<file path="config.mk">
export PLATFORM = sky130hd
export DESIGN_NAME = tftp_write_block_receiver_top_flat
export DESIGN_NICKNAME = d
export VERILOG_FILES = /design/src/rtl/tfwr_pkg.sv /design/src/rtl/tfwr_if.sv /design/src/rtl/tftp_write_block_receiver_top.sv /design/src/rtl/tfwr_front.sv /design/src/rtl/tfwr_back.sv /design/src/flat_wrapper.sv
export SDC_FILE = /design/constraint.sdc
export NUM_CORES = 1
export LEC_CHECK = 0
export ABC_AREA = 1
export BUFFER_PORTS_ARGS = -buffer_cell sky130_fd_sc_hd__buf_2
export CAP_MARGIN = 20
export CORE_ASPECT_RATIO = 0.7
export CORE_MARGIN = 8
export CORE_UTILIZATION = 45
export CTS_CLUSTER_DIAMETER = 80
export DETAILED_ROUTE_END_ITERATION = 8
export SLEW_MARGIN = 20
export SYNTH_ARGS = -nofsm -noshare
export SYNTH_HDL_FRONTEND = slang
export SYNTH_HIERARCHICAL = 1
export SYNTH_SLANG_ARGS = --single-unit
</file>
<file path="constraint.sdc">
create_clock -name clock -period 6.55 [get_ports clock]
set_input_delay 0.3275 -clock clock [delete_from_list [all_inputs] [get_ports clock]]
set_output_delay 0.3275 -clock clock [all_outputs]
set_load 0.01 [all_outputs]
</file>
<file path="src/rtl/tfwr_pkg.sv">
// ----------------------------------------------------------------------------
// tfwr_pkg
// Shared types and constants of the TFTP write block receiver.
// ----------------------------------------------------------------------------
`timescale 1ns / 1ps

package tfwr_pkg;

   // event kinds
   localparam logic [1:0] MODE_START   = 2'd0;
   localparam logic [1:0] MODE_PACKET  = 2'd1;
   localparam logic [1:0] MODE_TIMEOUT = 2'd2;

   // session phases, also reported as session_status
   localparam logic [2:0] PHASE_IDLE  = 3'd0;
   localparam logic [2:0] PHASE_RECV  = 3'd1;
   localparam logic [2:0] PHASE_FINAL = 3'd2;
   localparam logic [2:0] PHASE_DONE  = 3'd3;
   localparam logic [2:0] PHASE_FAIL  = 3'd4;

   localparam logic [15:0] OP_DATA   = 16'd3;
   localparam logic [15:0] HDR_BYTES = 16'd4;

   // configuration port
   localparam int CSR_INDEX_W = 2;
   localparam int CSR_DATA_W  = 13;
   localparam logic [CSR_INDEX_W-1:0] CSR_RETRY_LIMIT      = 2'd0;
   localparam logic [CSR_INDEX_W-1:0] CSR_FULL_BLOCK_BYTES = 2'd1;
   localparam logic [CSR_INDEX_W-1:0] CSR_FINAL_WAIT_LIMIT = 2'd2;

   localparam logic [7:0]  RETRY_LIMIT_RST      = 8'd5;
   localparam logic [12:0] FULL_BLOCK_BYTES_RST = 13'd512;
   localparam logic [3:0]  FINAL_WAIT_LIMIT_RST = 4'd3;

   typedef struct packed {
      logic [7:0]  retry_limit;
      logic [12:0] full_block_bytes;
      logic [3:0]  final_wait_limit;
   } cfg_type;

   // classified event, as queued between front and back
   typedef struct packed {
      logic [1:0]  mode;
      logic        is_data;
      logic [15:0] block;
      logic [15:0] payload_length;
   } evt_type;

endpackage

</file>
<file path="src/rtl/tfwr_if.sv">
// ----------------------------------------------------------------------------
// tfwr_if
// Valid/ready channels for event beats and result beats.
// ----------------------------------------------------------------------------
`timescale 1ns / 1ps

interface tfwr_req_if;
   logic        valid;
   logic        ready;
   logic [1:0]  mode;
   logic        source_matches;
   logic [15:0] packet_opcode;
   logic [15:0] packet_block;
   logic [15:0] packet_length;

   modport source (output valid, mode, source_matches, packet_opcode, packet_block,
                   packet_length, input ready);
   modport sink (input valid, mode, source_matches, packet_opcode, packet_block,
                 packet_length, output ready);
endinterface

interface tfwr_rsp_if;
   logic        valid;
   logic        ready;
   logic        accept_payload;
   logic [15:0] payload_length;
   logic        send_ack;
   logic [15:0] ack_block;
   logic        ack_is_repeat;
   logic [2:0]  session_status;

   modport source (output valid, accept_payload, payload_length, send_ack, ack_block,
                   ack_is_repeat, session_status, input ready);
   modport sink (input valid, accept_payload, payload_length, send_ack, ack_block,
                 ack_is_repeat, session_status, output ready);
endinterface

</file>
<file path="src/rtl/tftp_write_block_receiver_top.sv">
// ----------------------------------------------------------------------------
// tftp_write_block_receiver_top
// Receiving side of a TFTP write session, lock-step block sequencer.
//
// req_chan carries one event beat: start, packet header or receive timeout.
// rsp_chan returns exactly one result beat per event, in order: payload
// accept and length, ACK request with its block number and repeat flag, and
// the session status after the event.
// The csr_ port writes retry_limit, full_block_bytes and final_wait_limit;
// write it only while no event is in flight.
// An accepted beat passes through the queue and then the result register to rsp_chan.
// Throughput: one event per cycle while rsp_chan is not stalled, set by the
// session update in the back end; a queue of QUEUE_DEPTH beats sits in front of it.
// When rsp_chan stalls, the result register holds, the queue fills and
// req_chan.ready drops once QUEUE_DEPTH beats are waiting.
// Reset (synchronous) empties the queue and result register, returns the
// session to idle and the registers to their defaults.
// ----------------------------------------------------------------------------
`timescale 1ns / 1ps

module tftp_write_block_receiver_top
   import tfwr_pkg::*;
#(
   parameter int QUEUE_DEPTH = 2
) (
   input  logic                    clock,
   input  logic                    reset,
   tfwr_req_if.sink                req_chan,
   tfwr_rsp_if.source              rsp_chan,
   input  logic                    csr_write_en,
   input  logic [CSR_INDEX_W-1:0]  csr_index,
   input  logic [CSR_DATA_W-1:0]   csr_wdata
);

   cfg_type cfg_ff, cfg_in;
   evt_type evt;
   logic    evt_valid;
   logic    evt_pop;

   always_comb begin
      cfg_in = cfg_ff;
      if (csr_write_en) begin
         unique case (csr_index)
            CSR_RETRY_LIMIT:      cfg_in.retry_limit      = csr_wdata[7:0];
            CSR_FULL_BLOCK_BYTES: cfg_in.full_block_bytes = csr_wdata[12:0];
            CSR_FINAL_WAIT_LIMIT: cfg_in.final_wait_limit = csr_wdata[3:0];
            default: begin
            end
         endcase
      end
   end

   always_ff @(posedge clock) begin
      if (reset) begin
         cfg_ff.retry_limit      <= RETRY_LIMIT_RST;
         cfg_ff.full_block_bytes <= FULL_BLOCK_BYTES_RST;
         cfg_ff.final_wait_limit <= FINAL_WAIT_LIMIT_RST;
      end else begin
         cfg_ff <= cfg_in;
      end
   end

   tfwr_front #(
      .DEPTH (QUEUE_DEPTH)
   ) u_front (
      .clock     (clock),
      .reset     (reset),
      .req_chan  (req_chan),
      .evt       (evt),
      .evt_valid (evt_valid),
      .evt_pop   (evt_pop)
   );

   tfwr_back u_back (
      .clock     (clock),
      .reset     (reset),
      .cfg       (cfg_ff),
      .evt       (evt),
      .evt_valid (evt_valid),
      .evt_pop   (evt_pop),
      .rsp_chan  (rsp_chan)
   );

endmodule

</file>
<file path="src/rtl/tfwr_front.sv">
// ----------------------------------------------------------------------------
// tfwr_front
// Takes event beats, classifies packets and queues them for the back end.
// ----------------------------------------------------------------------------
`timescale 1ns / 1ps

module tfwr_front
   import tfwr_pkg::*;
#(
   parameter int DEPTH = 2
) (
   input  logic            clock,
   input  logic            reset,
   tfwr_req_if.sink        req_chan,
   output evt_type         evt,
   output logic            evt_valid,
   input  logic            evt_pop
);

   localparam int PTR_W = (DEPTH > 1) ? $clog2(DEPTH) : 1;
   localparam int CNT_W = $clog2(DEPTH + 1);
   localparam logic [PTR_W-1:0] PTR_LAST = PTR_W'(DEPTH - 1);
   localparam logic [CNT_W-1:0] CNT_FULL = CNT_W'(DEPTH);

   evt_type            q_ff [DEPTH];
   logic [PTR_W-1:0]   wr_ptr_ff, wr_ptr_in;
   logic [PTR_W-1:0]   rd_ptr_ff, rd_ptr_in;
   logic [CNT_W-1:0]   count_ff, count_in;
   evt_type            cls;
   logic               push;
   logic               pop;

   // a beat is DATA only from the client, with a full header and the DATA opcode
   always_comb begin
      cls.mode           = req_chan.mode;
      cls.is_data        = req_chan.source_matches && (req_chan.packet_length >= HDR_BYTES)
                           && (req_chan.packet_opcode == OP_DATA);
      cls.block          = req_chan.packet_block;
      cls.payload_length = req_chan.packet_length - HDR_BYTES;
   end

   assign req_chan.ready = (count_ff != CNT_FULL);
   assign push           = req_chan.valid && req_chan.ready;
   assign evt_valid      = (count_ff != '0);
   assign pop            = evt_pop && evt_valid;
   assign evt            = q_ff[rd_ptr_ff];

   always_comb begin
      wr_ptr_in = wr_ptr_ff;
      rd_ptr_in = rd_ptr_ff;
      count_in  = count_ff;
      if (push) begin
         wr_ptr_in = (wr_ptr_ff == PTR_LAST) ? '0 : wr_ptr_ff + PTR_W'(1);
      end
      if (pop) begin
         rd_ptr_in = (rd_ptr_ff == PTR_LAST) ? '0 : rd_ptr_ff + PTR_W'(1);
      end
      if (push && !pop) begin
         count_in = count_ff + CNT_W'(1);
      end else if (pop && !push) begin
         count_in = count_ff - CNT_W'(1);
      end
   end

   always_ff @(posedge clock) begin
      if (reset) begin
         wr_ptr_ff <= '0;
         rd_ptr_ff <= '0;
         count_ff  <= '0;
      end else begin
         wr_ptr_ff <= wr_ptr_in;
         rd_ptr_ff <= rd_ptr_in;
         count_ff  <= count_in;
      end
   end

   always_ff @(posedge clock) begin
      if (push) begin
         q_ff[wr_ptr_ff] <= cls;
      end
   end

   a_count_bound: assert property (@(posedge clock) disable iff (reset)
      count_ff <= CNT_FULL)
      else $error("queue count beyond depth");

endmodule

</file>
<file path="src/rtl/tfwr_back.sv">
// ----------------------------------------------------------------------------
// tfwr_back
// Session sequencer: runs one queued event per cycle into the result register when it is free.
// ----------------------------------------------------------------------------
`timescale 1ns / 1ps

module tfwr_back
   import tfwr_pkg::*;
(
   input  logic            clock,
   input  logic            reset,
   input  cfg_type         cfg,
   input  evt_type         evt,
   input  logic            evt_valid,
   output logic            evt_pop,
   tfwr_rsp_if.source      rsp_chan
);

   logic [2:0]  phase_ff, phase_in;
   logic [15:0] expected_ff, expected_in;
   logic [15:0] last_ack_ff, last_ack_in;
   logic [7:0]  timeout_cnt_ff, timeout_cnt_in;
   logic [3:0]  fwait_cnt_ff, fwait_cnt_in;

   logic        rsp_valid_ff;
   logic        accept_ff, accept_in;
   logic [15:0] plen_ff, plen_in;
   logic        ack_ff, ack_in;
   logic [15:0] ack_block_ff, ack_block_in;
   logic        repeat_ff, repeat_in;

   logic [8:0]  timeout_next;
   logic [3:0]  fwait_next;

   // result register frees up whenever it is empty or being taken this cycle
   assign evt_pop = evt_valid && (!rsp_valid_ff || rsp_chan.ready);

   assign timeout_next = {1'b0, timeout_cnt_ff} + 9'd1;
   assign fwait_next   = fwait_cnt_ff + 4'd1;

   always_comb begin
      phase_in       = phase_ff;
      expected_in    = expected_ff;
      last_ack_in    = last_ack_ff;
      timeout_cnt_in = timeout_cnt_ff;
      fwait_cnt_in   = fwait_cnt_ff;
      accept_in      = 1'b0;
      plen_in        = '0;
      ack_in         = 1'b0;
      ack_block_in   = '0;
      repeat_in      = 1'b0;
      if (evt.mode == MODE_START) begin
         phase_in       = PHASE_RECV;
         expected_in    = 16'd1;
         last_ack_in    = '0;
         timeout_cnt_in = '0;
         fwait_cnt_in   = '0;
         ack_in         = 1'b1;
      end else begin
         unique case (phase_ff)
            PHASE_RECV: begin
               if (evt.mode == MODE_PACKET && evt.is_data) begin
                  if (evt.block == expected_ff) begin
                     accept_in      = 1'b1;
                     plen_in        = evt.payload_length;
                     ack_in         = 1'b1;
                     ack_block_in   = evt.block;
                     last_ack_in    = evt.block;
                     timeout_cnt_in = '0;
                     expected_in    = expected_ff + 16'd1;
                     if (evt.payload_length < {3'b000, cfg.full_block_bytes}) begin
                        phase_in     = PHASE_FINAL;
                        fwait_cnt_in = '0;
                     end
                  end else if (evt.block == expected_ff - 16'd1) begin
                     ack_in       = 1'b1;
                     ack_block_in = evt.block;
                     repeat_in    = 1'b1;
                     last_ack_in  = evt.block;
                  end
               end else if (evt.mode == MODE_TIMEOUT) begin
                  if (timeout_next > {1'b0, cfg.retry_limit}) begin
                     phase_in = PHASE_FAIL;
                  end else begin
                     timeout_cnt_in = timeout_next[7:0];
                     ack_in         = 1'b1;
                     ack_block_in   = last_ack_ff;
                     repeat_in      = 1'b1;
                  end
               end
            end
            PHASE_FINAL: begin
               if (evt.mode == MODE_TIMEOUT) begin
                  phase_in = PHASE_DONE;
               end else if (evt.mode == MODE_PACKET) begin
                  // every packet counts, whatever its source or header
                  if (evt.is_data && evt.block == last_ack_ff) begin
                     ack_in       = 1'b1;
                     ack_block_in = last_ack_ff;
                     repeat_in    = 1'b1;
                  end
                  fwait_cnt_in = fwait_next;
                  if (fwait_next >= cfg.final_wait_limit) begin
                     phase_in = PHASE_DONE;
                  end
               end
            end
            default: begin
            end
         endcase
      end
   end

   always_ff @(posedge clock) begin
      if (reset) begin
         phase_ff       <= PHASE_IDLE;
         expected_ff    <= 16'd1;
         last_ack_ff    <= '0;
         timeout_cnt_ff <= '0;
         fwait_cnt_ff   <= '0;
         rsp_valid_ff   <= 1'b0;
      end else begin
         if (evt_pop) begin
            phase_ff       <= phase_in;
            expected_ff    <= expected_in;
            last_ack_ff    <= last_ack_in;
            timeout_cnt_ff <= timeout_cnt_in;
            fwait_cnt_ff   <= fwait_cnt_in;
            rsp_valid_ff   <= 1'b1;
         end else if (rsp_chan.ready) begin
            rsp_valid_ff <= 1'b0;
         end
      end
   end

   always_ff @(posedge clock) begin
      if (evt_pop) begin
         accept_ff    <= accept_in;
         plen_ff      <= plen_in;
         ack_ff       <= ack_in;
         ack_block_ff <= ack_block_in;
         repeat_ff    <= repeat_in;
      end
   end

   assign rsp_chan.valid          = rsp_valid_ff;
   assign rsp_chan.accept_payload = accept_ff;
   assign rsp_chan.payload_length = plen_ff;
   assign rsp_chan.send_ack       = ack_ff;
   assign rsp_chan.ack_block      = ack_block_ff;
   assign rsp_chan.ack_is_repeat  = repeat_ff;
   assign rsp_chan.session_status = phase_ff;

   a_accept_acks: assert property (@(posedge clock) disable iff (reset)
      rsp_valid_ff && accept_ff |-> ack_ff && !repeat_ff && phase_ff != PHASE_IDLE)
      else $error("accepted block without a fresh ACK");

   a_start_recv: assert property (@(posedge clock) disable iff (reset)
      evt_pop && evt.mode == MODE_START |=> phase_ff == PHASE_RECV && last_ack_ff == '0)
      else $error("start did not open a session");

   a_final_timeout: assert property (@(posedge clock) disable iff (reset)
      evt_pop && evt.mode == MODE_TIMEOUT && phase_ff == PHASE_FINAL
      |=> phase_ff == PHASE_DONE && !ack_ff)
      else $error("timeout in final wait did not complete");

   a_hold_when_stalled: assert property (@(posedge clock) disable iff (reset)
      rsp_valid_ff && !rsp_chan.ready |=> $stable(phase_ff) && $stable(expected_ff))
      else $error("state moved while result was stalled");

endmodule
</file>
<file path="src/flat_wrapper.sv">
// flat-port wrapper written by rule: the top's interface ports become plain ports
module tftp_write_block_receiver_top_flat import tfwr_pkg::*;
#(
   parameter int QUEUE_DEPTH = 2
)
  (clock, reset, csr_write_en, csr_index, csr_wdata, req_chan_valid, req_chan_mode, req_chan_source_matches, req_chan_packet_opcode, req_chan_packet_block, req_chan_packet_length, req_chan_ready, rsp_chan_valid, rsp_chan_accept_payload, rsp_chan_payload_length, rsp_chan_send_ack, rsp_chan_ack_block, rsp_chan_ack_is_repeat, rsp_chan_session_status, rsp_chan_ready);
  tfwr_req_if req_chan_i ();
  tfwr_rsp_if rsp_chan_i ();
  input  logic clock;
  input  logic reset;
  input  logic csr_write_en;
  input  logic [CSR_INDEX_W-1:0] csr_index;
  input  logic [CSR_DATA_W-1:0] csr_wdata;
  input wire logic [$bits(req_chan_i.valid)-1:0] req_chan_valid;
  input wire logic [$bits(req_chan_i.mode)-1:0] req_chan_mode;
  input wire logic [$bits(req_chan_i.source_matches)-1:0] req_chan_source_matches;
  input wire logic [$bits(req_chan_i.packet_opcode)-1:0] req_chan_packet_opcode;
  input wire logic [$bits(req_chan_i.packet_block)-1:0] req_chan_packet_block;
  input wire logic [$bits(req_chan_i.packet_length)-1:0] req_chan_packet_length;
  output wire logic [$bits(req_chan_i.ready)-1:0] req_chan_ready;
  output wire logic [$bits(rsp_chan_i.valid)-1:0] rsp_chan_valid;
  output wire logic [$bits(rsp_chan_i.accept_payload)-1:0] rsp_chan_accept_payload;
  output wire logic [$bits(rsp_chan_i.payload_length)-1:0] rsp_chan_payload_length;
  output wire logic [$bits(rsp_chan_i.send_ack)-1:0] rsp_chan_send_ack;
  output wire logic [$bits(rsp_chan_i.ack_block)-1:0] rsp_chan_ack_block;
  output wire logic [$bits(rsp_chan_i.ack_is_repeat)-1:0] rsp_chan_ack_is_repeat;
  output wire logic [$bits(rsp_chan_i.session_status)-1:0] rsp_chan_session_status;
  input wire logic [$bits(rsp_chan_i.ready)-1:0] rsp_chan_ready;
  assign req_chan_i.valid = req_chan_valid;
  assign req_chan_i.mode = req_chan_mode;
  assign req_chan_i.source_matches = req_chan_source_matches;
  assign req_chan_i.packet_opcode = req_chan_packet_opcode;
  assign req_chan_i.packet_block = req_chan_packet_block;
  assign req_chan_i.packet_length = req_chan_packet_length;
  assign req_chan_ready = req_chan_i.ready;
  assign rsp_chan_valid = rsp_chan_i.valid;
  assign rsp_chan_accept_payload = rsp_chan_i.accept_payload;
  assign rsp_chan_payload_length = rsp_chan_i.payload_length;
  assign rsp_chan_send_ack = rsp_chan_i.send_ack;
  assign rsp_chan_ack_block = rsp_chan_i.ack_block;
  assign rsp_chan_ack_is_repeat = rsp_chan_i.ack_is_repeat;
  assign rsp_chan_session_status = rsp_chan_i.session_status;
  assign rsp_chan_i.ready = rsp_chan_ready;
  tftp_write_block_receiver_top #(.QUEUE_DEPTH(QUEUE_DEPTH)) u_core (.clock(clock), .reset(reset), .req_chan(req_chan_i), .rsp_chan(rsp_chan_i), .csr_write_en(csr_write_en), .csr_index(csr_index), .csr_wdata(csr_wdata));
endmodule
</file>
Yosys cells after proc, flatten, opt, wreduce, memory -nomap -nowiden
Memories as Yosys holds them, arrays and structs flattened. A register that Yosys moved wholly into a read port is not among the register bits.
Index checks and enable logic that the tools add are counted.
{"block": "op_classes", "mux": 64, "div": 0, "n_lt_le_gt_ge": 4, "n_addsub": 9, "n_eq_ne": 24, "shift": 0, "multipliers": 0, "reduce_logical": 34, "bitwise": 3}
{"operator": "16-bit two-way mux", "count": 17}
{"operator": "16-bit equality test", "count": 3}
{"operator": "8-bit two-way mux", "count": 6}
{"operator": "16-bit one-hot mux with 2 select lines", "count": 1}
{"operator": "3-bit two-way mux", "count": 9}
{"operator": "4-bit two-way mux", "count": 6}
{"operator": "4-bit inequality test, second input constant", "count": 6}
{"operator": "1-bit two-way mux", "count": 19}
{"operator": "3-bit inequality test, second input constant", "count": 6}
{"operator": "16-bit by 1-bit adder with 16-bit output, second input constant", "count": 1}
{"operator": "16-bit by 2-bit equality test with 1-bit output, second input constant", "count": 1}
{"operator": "16-bit by 3-bit greater-or-equal comparator with 1-bit output, second input constant", "count": 1}
{"operator": "16-bit by 13-bit less-than comparator with 1-bit output", "count": 1}
{"operator": "16-bit by 1-bit subtractor with 16-bit output, second input constant", "count": 1}
{"operator": "16-bit by 3-bit subtractor with 16-bit output, second input constant", "count": 1}
{"operator": "2-bit nonzero test", "count": 6}
{"operator": "8-bit by 1-bit adder with 9-bit output, second input constant", "count": 1}
{"operator": "9-bit by 8-bit > comparator with 1-bit output", "count": 1}
{"operator": "1-bit logical AND", "count": 9}
{"operator": "3-bit nonzero test", "count": 3}
{"operator": "4-bit one-hot mux with 2 select lines", "count": 1}
{"operator": "4-bit AND reduction", "count": 2}
{"operator": "8-bit AND reduction", "count": 1}
{"operator": "7-bit AND reduction", "count": 1}
{"operator": "other kinds (22)", "count": 34}
{"block": "totals", "in_bits": 71, "n_memories": 1, "ramBits": 70, "ff_bits": 112, "elab_cells": 156, "output_inout_bits": 40, "latch_bits": 0, "romBits": 0}
{"name": "u_core.u_front.q_ff", "words": 2, "word_bits": 35, "rd": 1, "rd_ports_with_merged_regs": 1, "wr": 1, "line_no": "tfwr_front.sv:25", "source": "evt_type q_ff [DEPTH];"}

Depth between registers and ports, before layout
Gate-level depths: netlist of the first run.
{"block": "depth", "depth_word": 7, "ltp_mapped": 19, "mapped_depth_nobuf": 19}

Cells and area by module
Netlist of the first run, hierarchy kept.
{"module": "tfwr_back", "n_inst": 1, "seq_area_each_um2": 2011.9, "cells_each": 839, "area_per_inst_um2": 5733.0}
{"module": "tfwr_front", "n_inst": 1, "seq_area_each_um2": 2202.1, "cells_each": 231, "area_per_inst_um2": 3333.2}
{"module": "tftp_write_block_receiver_top", "n_inst": 1, "seq_area_each_um2": 500.5, "cells_each": 154, "area_per_inst_um2": 1097.3}

Worst setup path after synthesis of the first run
Ideal clock, no wire load.
{"block": "synth_timing", "path_kind": "reg2reg", "startpoint": "reg u_core.u_front.count_ff[0]", "endpoint": "reg u_core.u_back.expected_ff[8]", "t_required_ns": 6.480, "arrival_ns": 2.480, "setup_time_ns": 0.070, "slack_ns": 4.000, "period_less_slack_ns": 2.550, "stages_incl_launch_ff": 12, "n_path_buf": 1, "cell_sequence": "dfxtp_1 > inv_2 > nand2_1 > nand2_1 > inv_1 > o21ai_0 > nor2_2 > o21ai_4 > inv_4 > buf_6 > nand4_1 > a21oi_1"}
{"block": "synth_between", "elab_chain_cells": 3}
{"element": "start: declaration", "line_no": "tfwr_front.sv:28", "source": "logic [CNT_W-1:0] count_ff, count_in;"}
{"element": "start signal: assignment", "line_no": "tfwr_front.sv:73", "source": "count_ff <= count_in;"}
{"element": "2-bit nonzero test", "line_no": "tfwr_front.sv:44", "source": "assign evt_valid = (count_ff != '0);"}
{"element": "named net u_core.evt_valid", "line_no": "tftp_write_block_receiver_top.sv:37", "source": "logic evt_valid;"}
{"element": "1-bit logical AND", "line_no": "tfwr_back.sv:36", "source": "assign evt_pop = evt_valid && (!rsp_valid_ff || rsp_chan.ready);"}
{"element": "named net u_core.evt_pop", "line_no": "tftp_write_block_receiver_top.sv:38", "source": "logic evt_pop;"}
{"element": "4-bit AND reduction (no source line)"}
{"element": "end signal: assignment", "line_no": "tfwr_back.sv:125", "source": "expected_ff <= expected_in;"}
{"element": "end: declaration", "line_no": "tfwr_back.sv:20", "source": "logic [15:0] expected_ff, expected_in;"}
The timed path passes the listed nets, and every way through them passes these cells.
A chain may end at the register's enable or synchronous reset.

==> results of run 1 <==
==> power by group through the flow <==
stage / registers, W / logic, W / clock network (W)
finish: 0.00157 / 0.00135 / 0.00108
CTS: 0.00158 / 0.00135 / 0.00111
detailed placement: 0.00160 / 0.00134 / 0
global placement: 0.00160 / 0.00133 / 0
global route: 0.00160 / 0.00149 / 0.00115
floorplan: 0.00162 / 0.000921 / 0
==> registers in the layout (all words and copies together) (netlist names), named ones only <==
signal / flops
u_core/u_back/rsp_chan.ack_block: 16
u_core/u_front/rd_ptr_ff: 1
u_core/cfg_ff: 25
u_core/u_back/rsp_chan.payload_length: 16
u_core/u_back/last_ack_ff: 16
u_core/u_back/expected_ff: 16
u_core/u_back/rsp_chan.session_status: 3
u_core/u_front/wr_ptr_ff: 1
u_core/u_back/timeout_cnt_ff: 8
u_core/u_back/fwait_cnt_ff: 4
u_core/u_back/rsp_chan.accept_payload: 1
u_core/u_front/count_ff: 2
u_core/u_back/rsp_chan.ack_is_repeat: 1
u_core/u_back/rsp_chan.send_ack: 1
u_core/u_back/rsp_chan.valid: 1
u_core/u_front/q_ff: 70
==> area by class of cell <==
| class | instances | area [um2] |
|---|---|---|
| Inverter | 181 | 689 |
| Clock inverter | 13 | 166 |
| Clock buffer | 19 | 454 |
| Fill cell | 2138 | 10900 |
| Tap cell | 288 | 360 |
| Sequential cell | 183 | 4720 |
| Timing Repair Buffer | 113 | 593 |
| Multi-Input combinational cell | 828 | 4500 |
==> kinds of logic after synthesis <==
logic type                 after synthesis  share of synthesized area (%)
AOI/OAI and AO/OA                       94                           5.13
xor gates and xnor gates                41                           3.53
adders and majority gates               31                           3.82
buffers and inverters                  213                           9.53
DFF                                    183                           46.4
muxes                                   35                           4.99
and+or+nand+nor                        627                           26.6
==> worst min-delay path by stage <==
stage / slack [ns] / startpoint / cells past startpoint / endpoint
after floorplan: 0.41 / reset / 1 / u_core/u_back/expected_ff[1]
after CTS: 0.05 / req_chan_mode[1] / 1 / u_core/u_front/q_ff[0][34]
after global placement: 0.45 / u_core/cfg_ff[19] / 2 / u_core/cfg_ff[19]
after detailed placement: 0.45 / u_core/cfg_ff[19] / 2 / u_core/cfg_ff[19]
after global routing: 0.06 / req_chan_packet_block[14] / 1 / u_core/u_front/q_ff[1][30]
final: 0.08 / req_chan_mode[1] / 1 / u_core/u_front/q_ff[0][34]
==> worst max-delay path: cells and delay by family, from the launching register on <==
| kind | cells | cell delay (ns) |
|---|---|---|
| mux | 1 | 0.44 |
| simple gates | 9 | 1.48 |
| flops | 1 | 0.63 |
| buf+inv | 3 | 0.70 |
==> layout by cell type (no fill, tap or decap), types with 31 or more instances in the layout <==
cell and instances:
inv_1 161, buf_2 110, nand2_1 276, edfxtp_1 105, ha_1 31, nand3_1 82
dfxtp_1 77, a21oi_1 54, xor2_1 32, nor2_1 192
==> layer usage <==
layer	vias to the layer above	GRT usage (%)	part of all wire (%)
met5	-	0	0
met4	0	4.69	1.1
met3	21	4.95	8.6
met2	298	27.6	41
met1	3816	28.8	50
li1	4138	-	-
==> per-stage QoR <==
step                util (%)  cells  instance area, um2  hold WS, ns
floorplan                  -   1224               10200        0.406
global placement        48.4   1592               10800        0.445
detailed placement      48.4   1592               10800        0.450
CTS                     51.1   1624               11400       0.0544
global route            51.3   1625               11500       0.0577
finish                  51.3   1625               11500       0.0775
==> flow_metrics.tcl, run 1 <==
set metrics [dict create \
    initial_core_util_pct 45.4 \
    vdd_drop_max_mv 0.198 \
    slew_violations 0 \
    cts-resized-gates 0 \
    cts_setup_buffers 0 \
    hold_viol_final 0 \
    antenna_left 0 \
    synth_most_common_cell "nand2_1" \
    cpPeakStageDelay_ns 0.63 \
    synth_common_cells "276 x nand2_1, 194 x nor2_1, 162 x inv_1" \
    core-area_mm2 0.0224 \
    intPower_w 0.00258 \
    p_sw_w 0.00143 \
    hpwl_um 20200 \
    gp_congestion 0.955 \
    fmax_mhz 296 \
    outcome "complete, no violations" \
    rr_endpoint "u_core/u_back/rsp_chan.session_status[1]" \
    synth-edff-count 105 \
    cts_tree "built" \
    gr-total-overflow 0 \
    root_buffer "clkbuf_16" \
    cts_buffers 17 \
    cp_slowest_cell "dfxtp_2" \
    p_seq_share_pct 39.2 \
    slew-limit-headroom_pct 27.0 \
    pwr-share-comb_pct 33.8 \
    cts.clk_slew.worst_paths_ns 0.07 \
    arrival_ns 3.71 \
    worst_slew_pin_slew_ns 1.09 \
    fin_skew_ns 0.0115 \
    leakagePower_nw 5.19 \
    grt_pass1_vias 7658 \
    synthArstFlopShare_pct 0 \
    die_w_um 196 \
    period_needed_ns 3.37 \
    yosys_warnings 6 \
    r2r_slack_ns 3.18 \
    diodes 0 \
    r2r_cells 13 \
    rows 46 \
    gr-usage-all-layers_pct 19.4 \
    totalWireLength_um 26700 \
    synthDominantCellAreaShare_pct 31.0 \
    worstSetupPathType "reg -> reg" \
    finalSetupViolCount 0 \
    maxCapViolCount 0 \
    seq_area_frac_synth_pct 46.4 \
    syn_avg_cell_area_um2 8.30 \
    setup_tns_ns 0 \
    synth_cell_types 45 \
    pwr-share-clk_pct 27.0 \
    holdBufCountCts 0 \
    cp_cell_sequence "mux2_2 -> nor2_4 -> inv_1 -> nand2_1 -> inv_1 -> nand2_1 -> nand2_1 -> inv_1 -> nand3_1 -> nor2_1 -> nand3_1 -> nand2_1 -> nor2_1" \
    htreeDepth 4 \
    preCtsSetupSlack_ns 3.23 \
    ys.flop_type "edfxtp_1" \
    syn-cell-area_mm2 0.0102 \
    grt_max_degree 37 \
    synth_fp_nets 1326 \
    first_iter_violations 651 \
    cpMostUsedCell "nand2_1" \
    wl_per_cell_um 16.5 \
    synth_seq_cells 183 \
    sw_frac_of_total_pct 35.7 \
    synthTopCellsByArea "edfxtp_1 31%, dfxtp_1 15%, nand2_1 10%, nor2_1 7.2%, inv_1 6.0%" \
    startpoint_type "flop" \
    yosys.area.top_type "edfxtp_1" \
    syn2layout_area_growth_pct 12.9 \
    total_power_w 0.00401 \
    nets 1426 \
    die-area_mm2 0.0277 \
    powerDensity_mw_per_mm2 349 \
    clock_latency_ns 0.44 \
    syn_inst 1224 \
    portBuffers 110 \
    cp_data_required_time_ns 6.88 \
    fin_crit_sh_pct 51.5 \
    grt_pass1_wl_um 42100 \
    layout-drive-gt1-share_pct 17.3 \
    hp-class "in -> reg" \
    endpoint "u_core/u_back/rsp_chan.session_status[1]" \
    viasPerCell 5.09 \
    first_pass_iters 5 \
    end_kind "flop" \
    vias 8273 \
    grt_antenna_before_repair 0 \
    num_io_pins 111 \
    clock-sinks 183 \
    rsz0062_at_grt "no" \
    postLayoutSetupSlackWorst_ns 3.18 \
    drc 0 \
    critPathMaxFanout 25 \
    cts.path.max_buffers 2 \
    die_y_um 142 \
]
Power figures use the tool's default switching activity.
==> run 2: changes to the inputs <==
==> constraint.sdc (replaced) <==
create_clock -name clock -period 3.2 [get_ports clock]
set_input_delay 0.16 -clock clock [delete_from_list [all_inputs] [get_ports clock]]
set_output_delay 0.16 -clock clock [all_outputs]
set_load 0.01 [all_outputs]
==> run 2 against run 1 <==
Against the previous run: worst setup slack worse by 2.9 ns; sequential power is 100% higher; register-to-register slack worse by 2.9 ns; via count is 0.69% higher; clock power is 110% higher; clock skew is 0.0014 ns higher; sequential share of layout area is 1.4 points lower; power is 110% higher; global-route usage is 0.65 points lower; largest cell class unchanged; largest power group unchanged.
==> flow_metrics.tcl, run 2 (synthesis gave the netlist of run 1 again) <==
set metrics [dict create \
    viasPerCell 5.00 \
    slew_violations 0 \
    final_util_pct 53.0 \
    worst_slew_pin_slew_ns 0.780 \
    antenna_left 0 \
    setup_tns_ns 0 \
    startpoint_type "flop" \
    whs_path_depth 3 \
    root_buffer "clkbuf_16" \
    cts.path.max_buffers 2 \
    first_pass_iters 5 \
    initial_core_util_pct 45.4 \
    largest_register_ff_count 70 \
    sw_frac_of_total_pct 35.3 \
    cts.clk_slew.worst_paths_ns 0.07 \
    hpwl_um 19300 \
    hold_viol_final 0 \
    cp_data_required_time_ns 3.47 \
    fmax_mhz 342 \
    core-area_mm2 0.0224 \
    rr_endpoint "u_core/u_back/rsp_chan.ack_block[2]" \
    powerDensity_mw_per_mm2 701 \
    diodes 0 \
    clock-sinks 183 \
    reg2reg_from "u_core/u_back/timeout_cnt_ff[0]" \
    die-area_mm2 0.0277 \
    gr-usage-all-layers_pct 18.8 \
    portBuffers 110 \
    p_sw_w 0.00294 \
    layout_common_cells "275 x nand2_1, 192 x nor2_1, 160 x inv_1" \
    wl_per_cell_um 15.7 \
    drc 0 \
    startpoint "u_core/u_back/timeout_cnt_ff[0]" \
    gp_congestion 0.932 \
    layout-drive-gt1-share_pct 17.7 \
    cts_buffers 17 \
    pwr-share-clk_pct 26.9 \
    grt_antenna_before_repair 0 \
    rows 46 \
    finalSetupViolCount 0 \
    p_seq_share_pct 38.4 \
    totalWireLength_um 26100 \
    htreeDepth 4 \
    first_iter_violations 659 \
    endpoint "u_core/u_back/rsp_chan.ack_block[2]" \
    vias 8330 \
    grt_max_degree 37 \
    grt_pass1_vias 7624 \
    intPower_w 0.00539 \
    fin_crit_sh_pct 91.4 \
    r2r_slack_ns 0.28 \
    die_w_um 196 \
    clock_latency_ns 0.44 \
    cts_tree "built" \
    leakagePower_nw 5.37 \
    num_io_pins 111 \
    pwr-share-comb_pct 34.7 \
    nets 1468 \
    r2r_cells 15 \
    reg_top3 "u_core/u_front/q_ff x70, u_core/cfg_ff x25" \
    hp-class "in -> reg" \
    end_kind "flop" \
    cts_setup_buffers 0 \
    vdd_drop_max_mv 0.421 \
    arrival_ns 3.19 \
    rsz0062_at_grt "no" \
    fin_skew_ns 0.0130 \
    critPathMaxFanout 8 \
    slew-limit-headroom_pct 47.6 \
    worstSetupPathType "reg -> reg" \
    regMostFlops "u_core/u_front/q_ff" \
    maxCapViolCount 0 \
    grt_pass1_wl_um 41200 \
    outcome "complete, no violations" \
    die_y_um 142 \
    gr-total-overflow 0 \
    layout_commonest_cell "nand2_1" \
    syn2layout_area_growth_pct 16.8 \
    period_needed_ns 2.92 \
]
==> run 2: power groups by stage <==
stage,clock (W),sequential (W),combinational [W]
after detailed placement,0,0.00325,0.00283
after floorplan,0,0.00332,0.00189
final,0.00224,0.00320,0.00289
after global routing,0.00238,0.00324,0.00319
after CTS,0.00228,0.00320,0.00288
after global placement,0,0.00324,0.00281
==> run 2: worst min-delay path by stage <==
stage	from	to	slack, ns
global route	csr_wdata[2]	u_core/cfg_ff[6]	0.02
global placement	req_chan_packet_block[14]	u_core/u_front/q_ff[0][30]	0.35
detailed placement	req_chan_mode[1]	u_core/u_front/q_ff[0][34]	0.35
CTS	csr_wdata[3]	u_core/cfg_ff[3]	0.006
floorplan	reset	u_core/u_back/expected_ff[1]	0.24
finish	csr_wdata[3]	u_core/cfg_ff[3]	0.02
==> run 2: through the flow <==
stage	std cells	setup WS, ns	total power (W)	cell area [um2]	hold WS (ns)
floorplan	1224	0.650	0.00520	10200	0.238
global placement	1602	0.426	0.00604	10900	0.351
detailed placement	1602	0.330	0.00608	10900	0.352
CTS	1666	0.279	0.00836	11900	0.00574
global route	1667	0.0646	0.00880	11900	0.0154
finish	1667	0.275	0.00833	11900	0.0242
==> run 2: what timing repair did <==
| action | CTS | global route |
|---|---|---|
| setup endpoints to repair | 0 | 8 |
| hold endpoints to repair | 52 | 0 |
| hold buffers | 32 | 0 |
| gates resized for setup | 0 | 7 |
==> run 2: area by class of cell <==
type                    count  area (um2)
fillers                  2107       10500
multi-input cells         828        4500
repair inverters            1        7.51
clock inverters            12         176
well taps                 288         360
flip-flops and latches    183        4720
repair buffers            154         973
clock buffers              20         447
inverters                 181         693
==> run 2: routing by layer <==
layer  track usage (%)  vias up  wire length [um]
met1              28.3     3817             13200
met4              4.49        0               276
met3              3.98       16              1960
met2              26.8      275             10600
li1                  -     4222                 -
met5                 0        -                 0
==> run 2: critical path, stage by stage (launching register included) <==
cell        delay [ns]
dfxtp_2           0.37
ha_1              0.19
nand2_1           0.09
nor2_1            0.16
xor2_1            0.23
ha_1              0.30
a21oi_1           0.17
o21a_1            0.16
nor2_1            0.04
nor2_1            0.08
nand2_1           0.07
nand2_1           0.13
nand3_1           0.14
nand2_2           0.18
clkinvlp_4        0.22
o21ai_0           0.22
==> run 3: changes to the inputs <==
--- a/config.mk
+++ b/config.mk
@@ -13,6 +13,7 @@
 export CORE_UTILIZATION = 45
 export CTS_CLUSTER_DIAMETER = 80
 export DETAILED_ROUTE_END_ITERATION = 8
+export PLACE_DENSITY = 0.66
 export SLEW_MARGIN = 20
 export SYNTH_ARGS = -nofsm -noshare
 export SYNTH_HDL_FRONTEND = slang
==> constraint.sdc (replaced) <==
create_clock -name clock -period 2.4 [get_ports clock]
set_input_delay 0.12 -clock clock [delete_from_list [all_inputs] [get_ports clock]]
set_output_delay 0.12 -clock clock [all_outputs]
set_load 0.01 [all_outputs]
==> run 3 against run 2 <==
Against the previous run: the flow now finishes with violations (setup timing); sequential power grew 33%; clock power grew 25%; via count grew 6.8%; critical path depth grew 1; cell count grew 5.6%; first-iteration DRC count grew 14%; count of clock-buffer cells in the layout is the same; routed wire length grew 11%; global-route usage grew 1.4 points; hold slack gained 0.025 ns.
==> flow_metrics.tcl, run 3 (synthesis gave the netlist of run 1 again) <==
set metrics [dict create \
    cts_buffers 17 \
    portBuffers 110 \
    postLayoutSetupSlackWorst_ns -0.104 \
    gr-total-overflow 0 \
    worst_slew_pin_slew_ns 0.585 \
    htreeDepth 4 \
    die-area_mm2 0.0277 \
    die_y_um 142 \
    layout-drive-gt1-share_pct 30.7 \
    num_io_pins 111 \
    cts.clk_slew.worst_paths_ns 0.07 \
    startpoint_type "flop" \
    layout_commonest_cell "nand2_1" \
    fin_skew_ns 0.0111 \
    worstSetupPathType "reg -> reg" \
    cp_cell_sequence "nand2_2 -> nor3_4 -> xor2_1 -> ha_1 -> nand2_1 -> inv_2 -> nand3_2 -> nor2_2 -> nor2_1 -> nand2_2 -> nand2_4 -> nand3_2 -> nand2_2 -> inv_2 -> buf_12 -> o21ai_1" \
    regMostFlops "u_core/u_front/q_ff" \
    largest_register_ff_count 70 \
    fin_crit_sh_pct 104 \
    min-delay-start "req_chan_packet_length[15]" \
    die_w_um 196 \
    hpwl_um 20300 \
    grt_antenna_before_repair 0 \
    outcome "finished, violations left" \
    slew_violations 0 \
    maxCapViolCount 0 \
    root_buffer "clkbuf_16" \
    grt_max_degree 36 \
    period_needed_ns 2.50 \
    vdd_drop_max_mv 0.531 \
    first_iter_violations 752 \
    antenna_left 0 \
    cts.path.max_buffers 2 \
    drc 0 \
    powerDensity_mw_per_mm2 887 \
    arrival_ns 2.78 \
    totalWireLength_um 29000 \
    finalSetupViolCount 53 \
    r2r_slack_ns -0.10 \
    gp_congestion 0.942 \
    nets 1561 \
    leakagePower_nw 5.97 \
    rsz0062_at_grt "yes" \
    clock-sinks 183 \
    startpoint "u_core/u_back/timeout_cnt_ff[4]" \
    critPathMaxFanout 15 \
    violations "setup timing" \
    cpPeakStageDelay_ns 0.40 \
    layout_common_cells "243 x nand2_1, 173 x nor2_1, 151 x inv_1" \
    slew-limit-headroom_pct 60.7 \
    hp-class "in -> reg" \
    hold_viol_final 0 \
    cpMostUsedCell "nand2_2" \
    wl_per_cell_um 16.5 \
    initial_core_util_pct 45.4 \
    gr-usage-all-layers_pct 20.2 \
    grt_pass1_vias 8404 \
    fmax_mhz 399 \
    end_kind "flop" \
    first_pass_iters 5 \
    cp_slowest_cell "dfxtp_1" \
    grt_pass1_wl_um 44200 \
    cp_data_required_time_ns 2.67 \
    diodes 0 \
    reg_top3 "u_core/u_front/q_ff x70, u_core/cfg_ff x25" \
    rows 46 \
    vias 8898 \
    syn2layout_area_growth_pct 31.3 \
    core-area_mm2 0.0224 \
    holdWs_ns 0.0497 \
    reg2reg_from "u_core/u_back/timeout_cnt_ff[4]" \
    cts_tree "built" \
    clock_latency_ns 0.44 \
    total_power_w 0.0118 \
    viasPerCell 5.06 \
]
run 3: cell types whose count changed in the layout (fill, tap and decap cells not counted), sizes merged:
cell	change
buf	+86
clkinvlp	-2
dlygate4sd3	+4
clkinv	+3
nand2	+3
bufinv	-2
clkbuf	+1
run 3: worst max-delay path: cells and delay by family, from the launching register on:
family                   cells  cell delay, ns
flip-flops                   1            0.40
buffers and inverters        3            0.24
adder cells (fa/ha/maj)      1            0.30
AO/OA/AOI/OAI                1            0.15
XOR/XNOR                     1            0.24
AND/OR/NAND/NOR             10            1.00
run 3: per-layer routing:
metal	up-vias	wire length, um	global-route usage (%)
met3	22	1940	4.45
met1	4174	14000	29.2
met4	0	350	4.97
met2	283	12700	30.1
li1	4419	-	-
met5	-	0	0
run 3: path summary, 6_finish.rpt:
check,end,cells after the start
setup / recovery,u_core/u_back/rsp_chan.ack_block[8],16
hold / removal,u_core/u_front/q_ff[1][15],3
setup reg to reg,u_core/u_back/rsp_chan.ack_block[8],16
hold reg to reg,u_core/cfg_ff[19],2
run 3: cell type report:
class	instances	area (um2)
clock inverter	12	124
tap	288	360
timing repair buffer	245	1830
sequential	183	4730
fill	1927	9040
inverter	181	708
clock buffer	20	458
multi-input combinational	831	5140
run 3: timing repair:
item                       in CTS  in global routing
setup endpoints to repair      57                 81
buffers inserted               18                  6
hold buffers                   36                  0
pin swaps                      19                 44
hold endpoints to repair       64                  0
resized for setup              67                116
cloned                          2                  4
run 3: power by group:
group	internal (W)	total [W]	leakage [nW]	switching (W)
Sequential	0.00402	0.00427	1.64	0.000251
Clock	0.00159	0.00280	0.287	0.00121
Combinational	0.00195	0.00477	4.04	0.00282
run 3: metrics by stage:
step                TNS (ns)  util (%)  cell area, um2  setup slack [ns]  instances
finish                 -2.49      59.6           13300            -0.104       1760
floorplan                  0         -           10200            0.0288       1224
CTS                    -1.37      57.2           12800           -0.0891       1751
global placement       -3.29      51.0           11400            -0.149       1663
global route          -13.18      59.6           13300            -0.248       1760
detailed placement     -6.91      51.0           11400            -0.354       1663
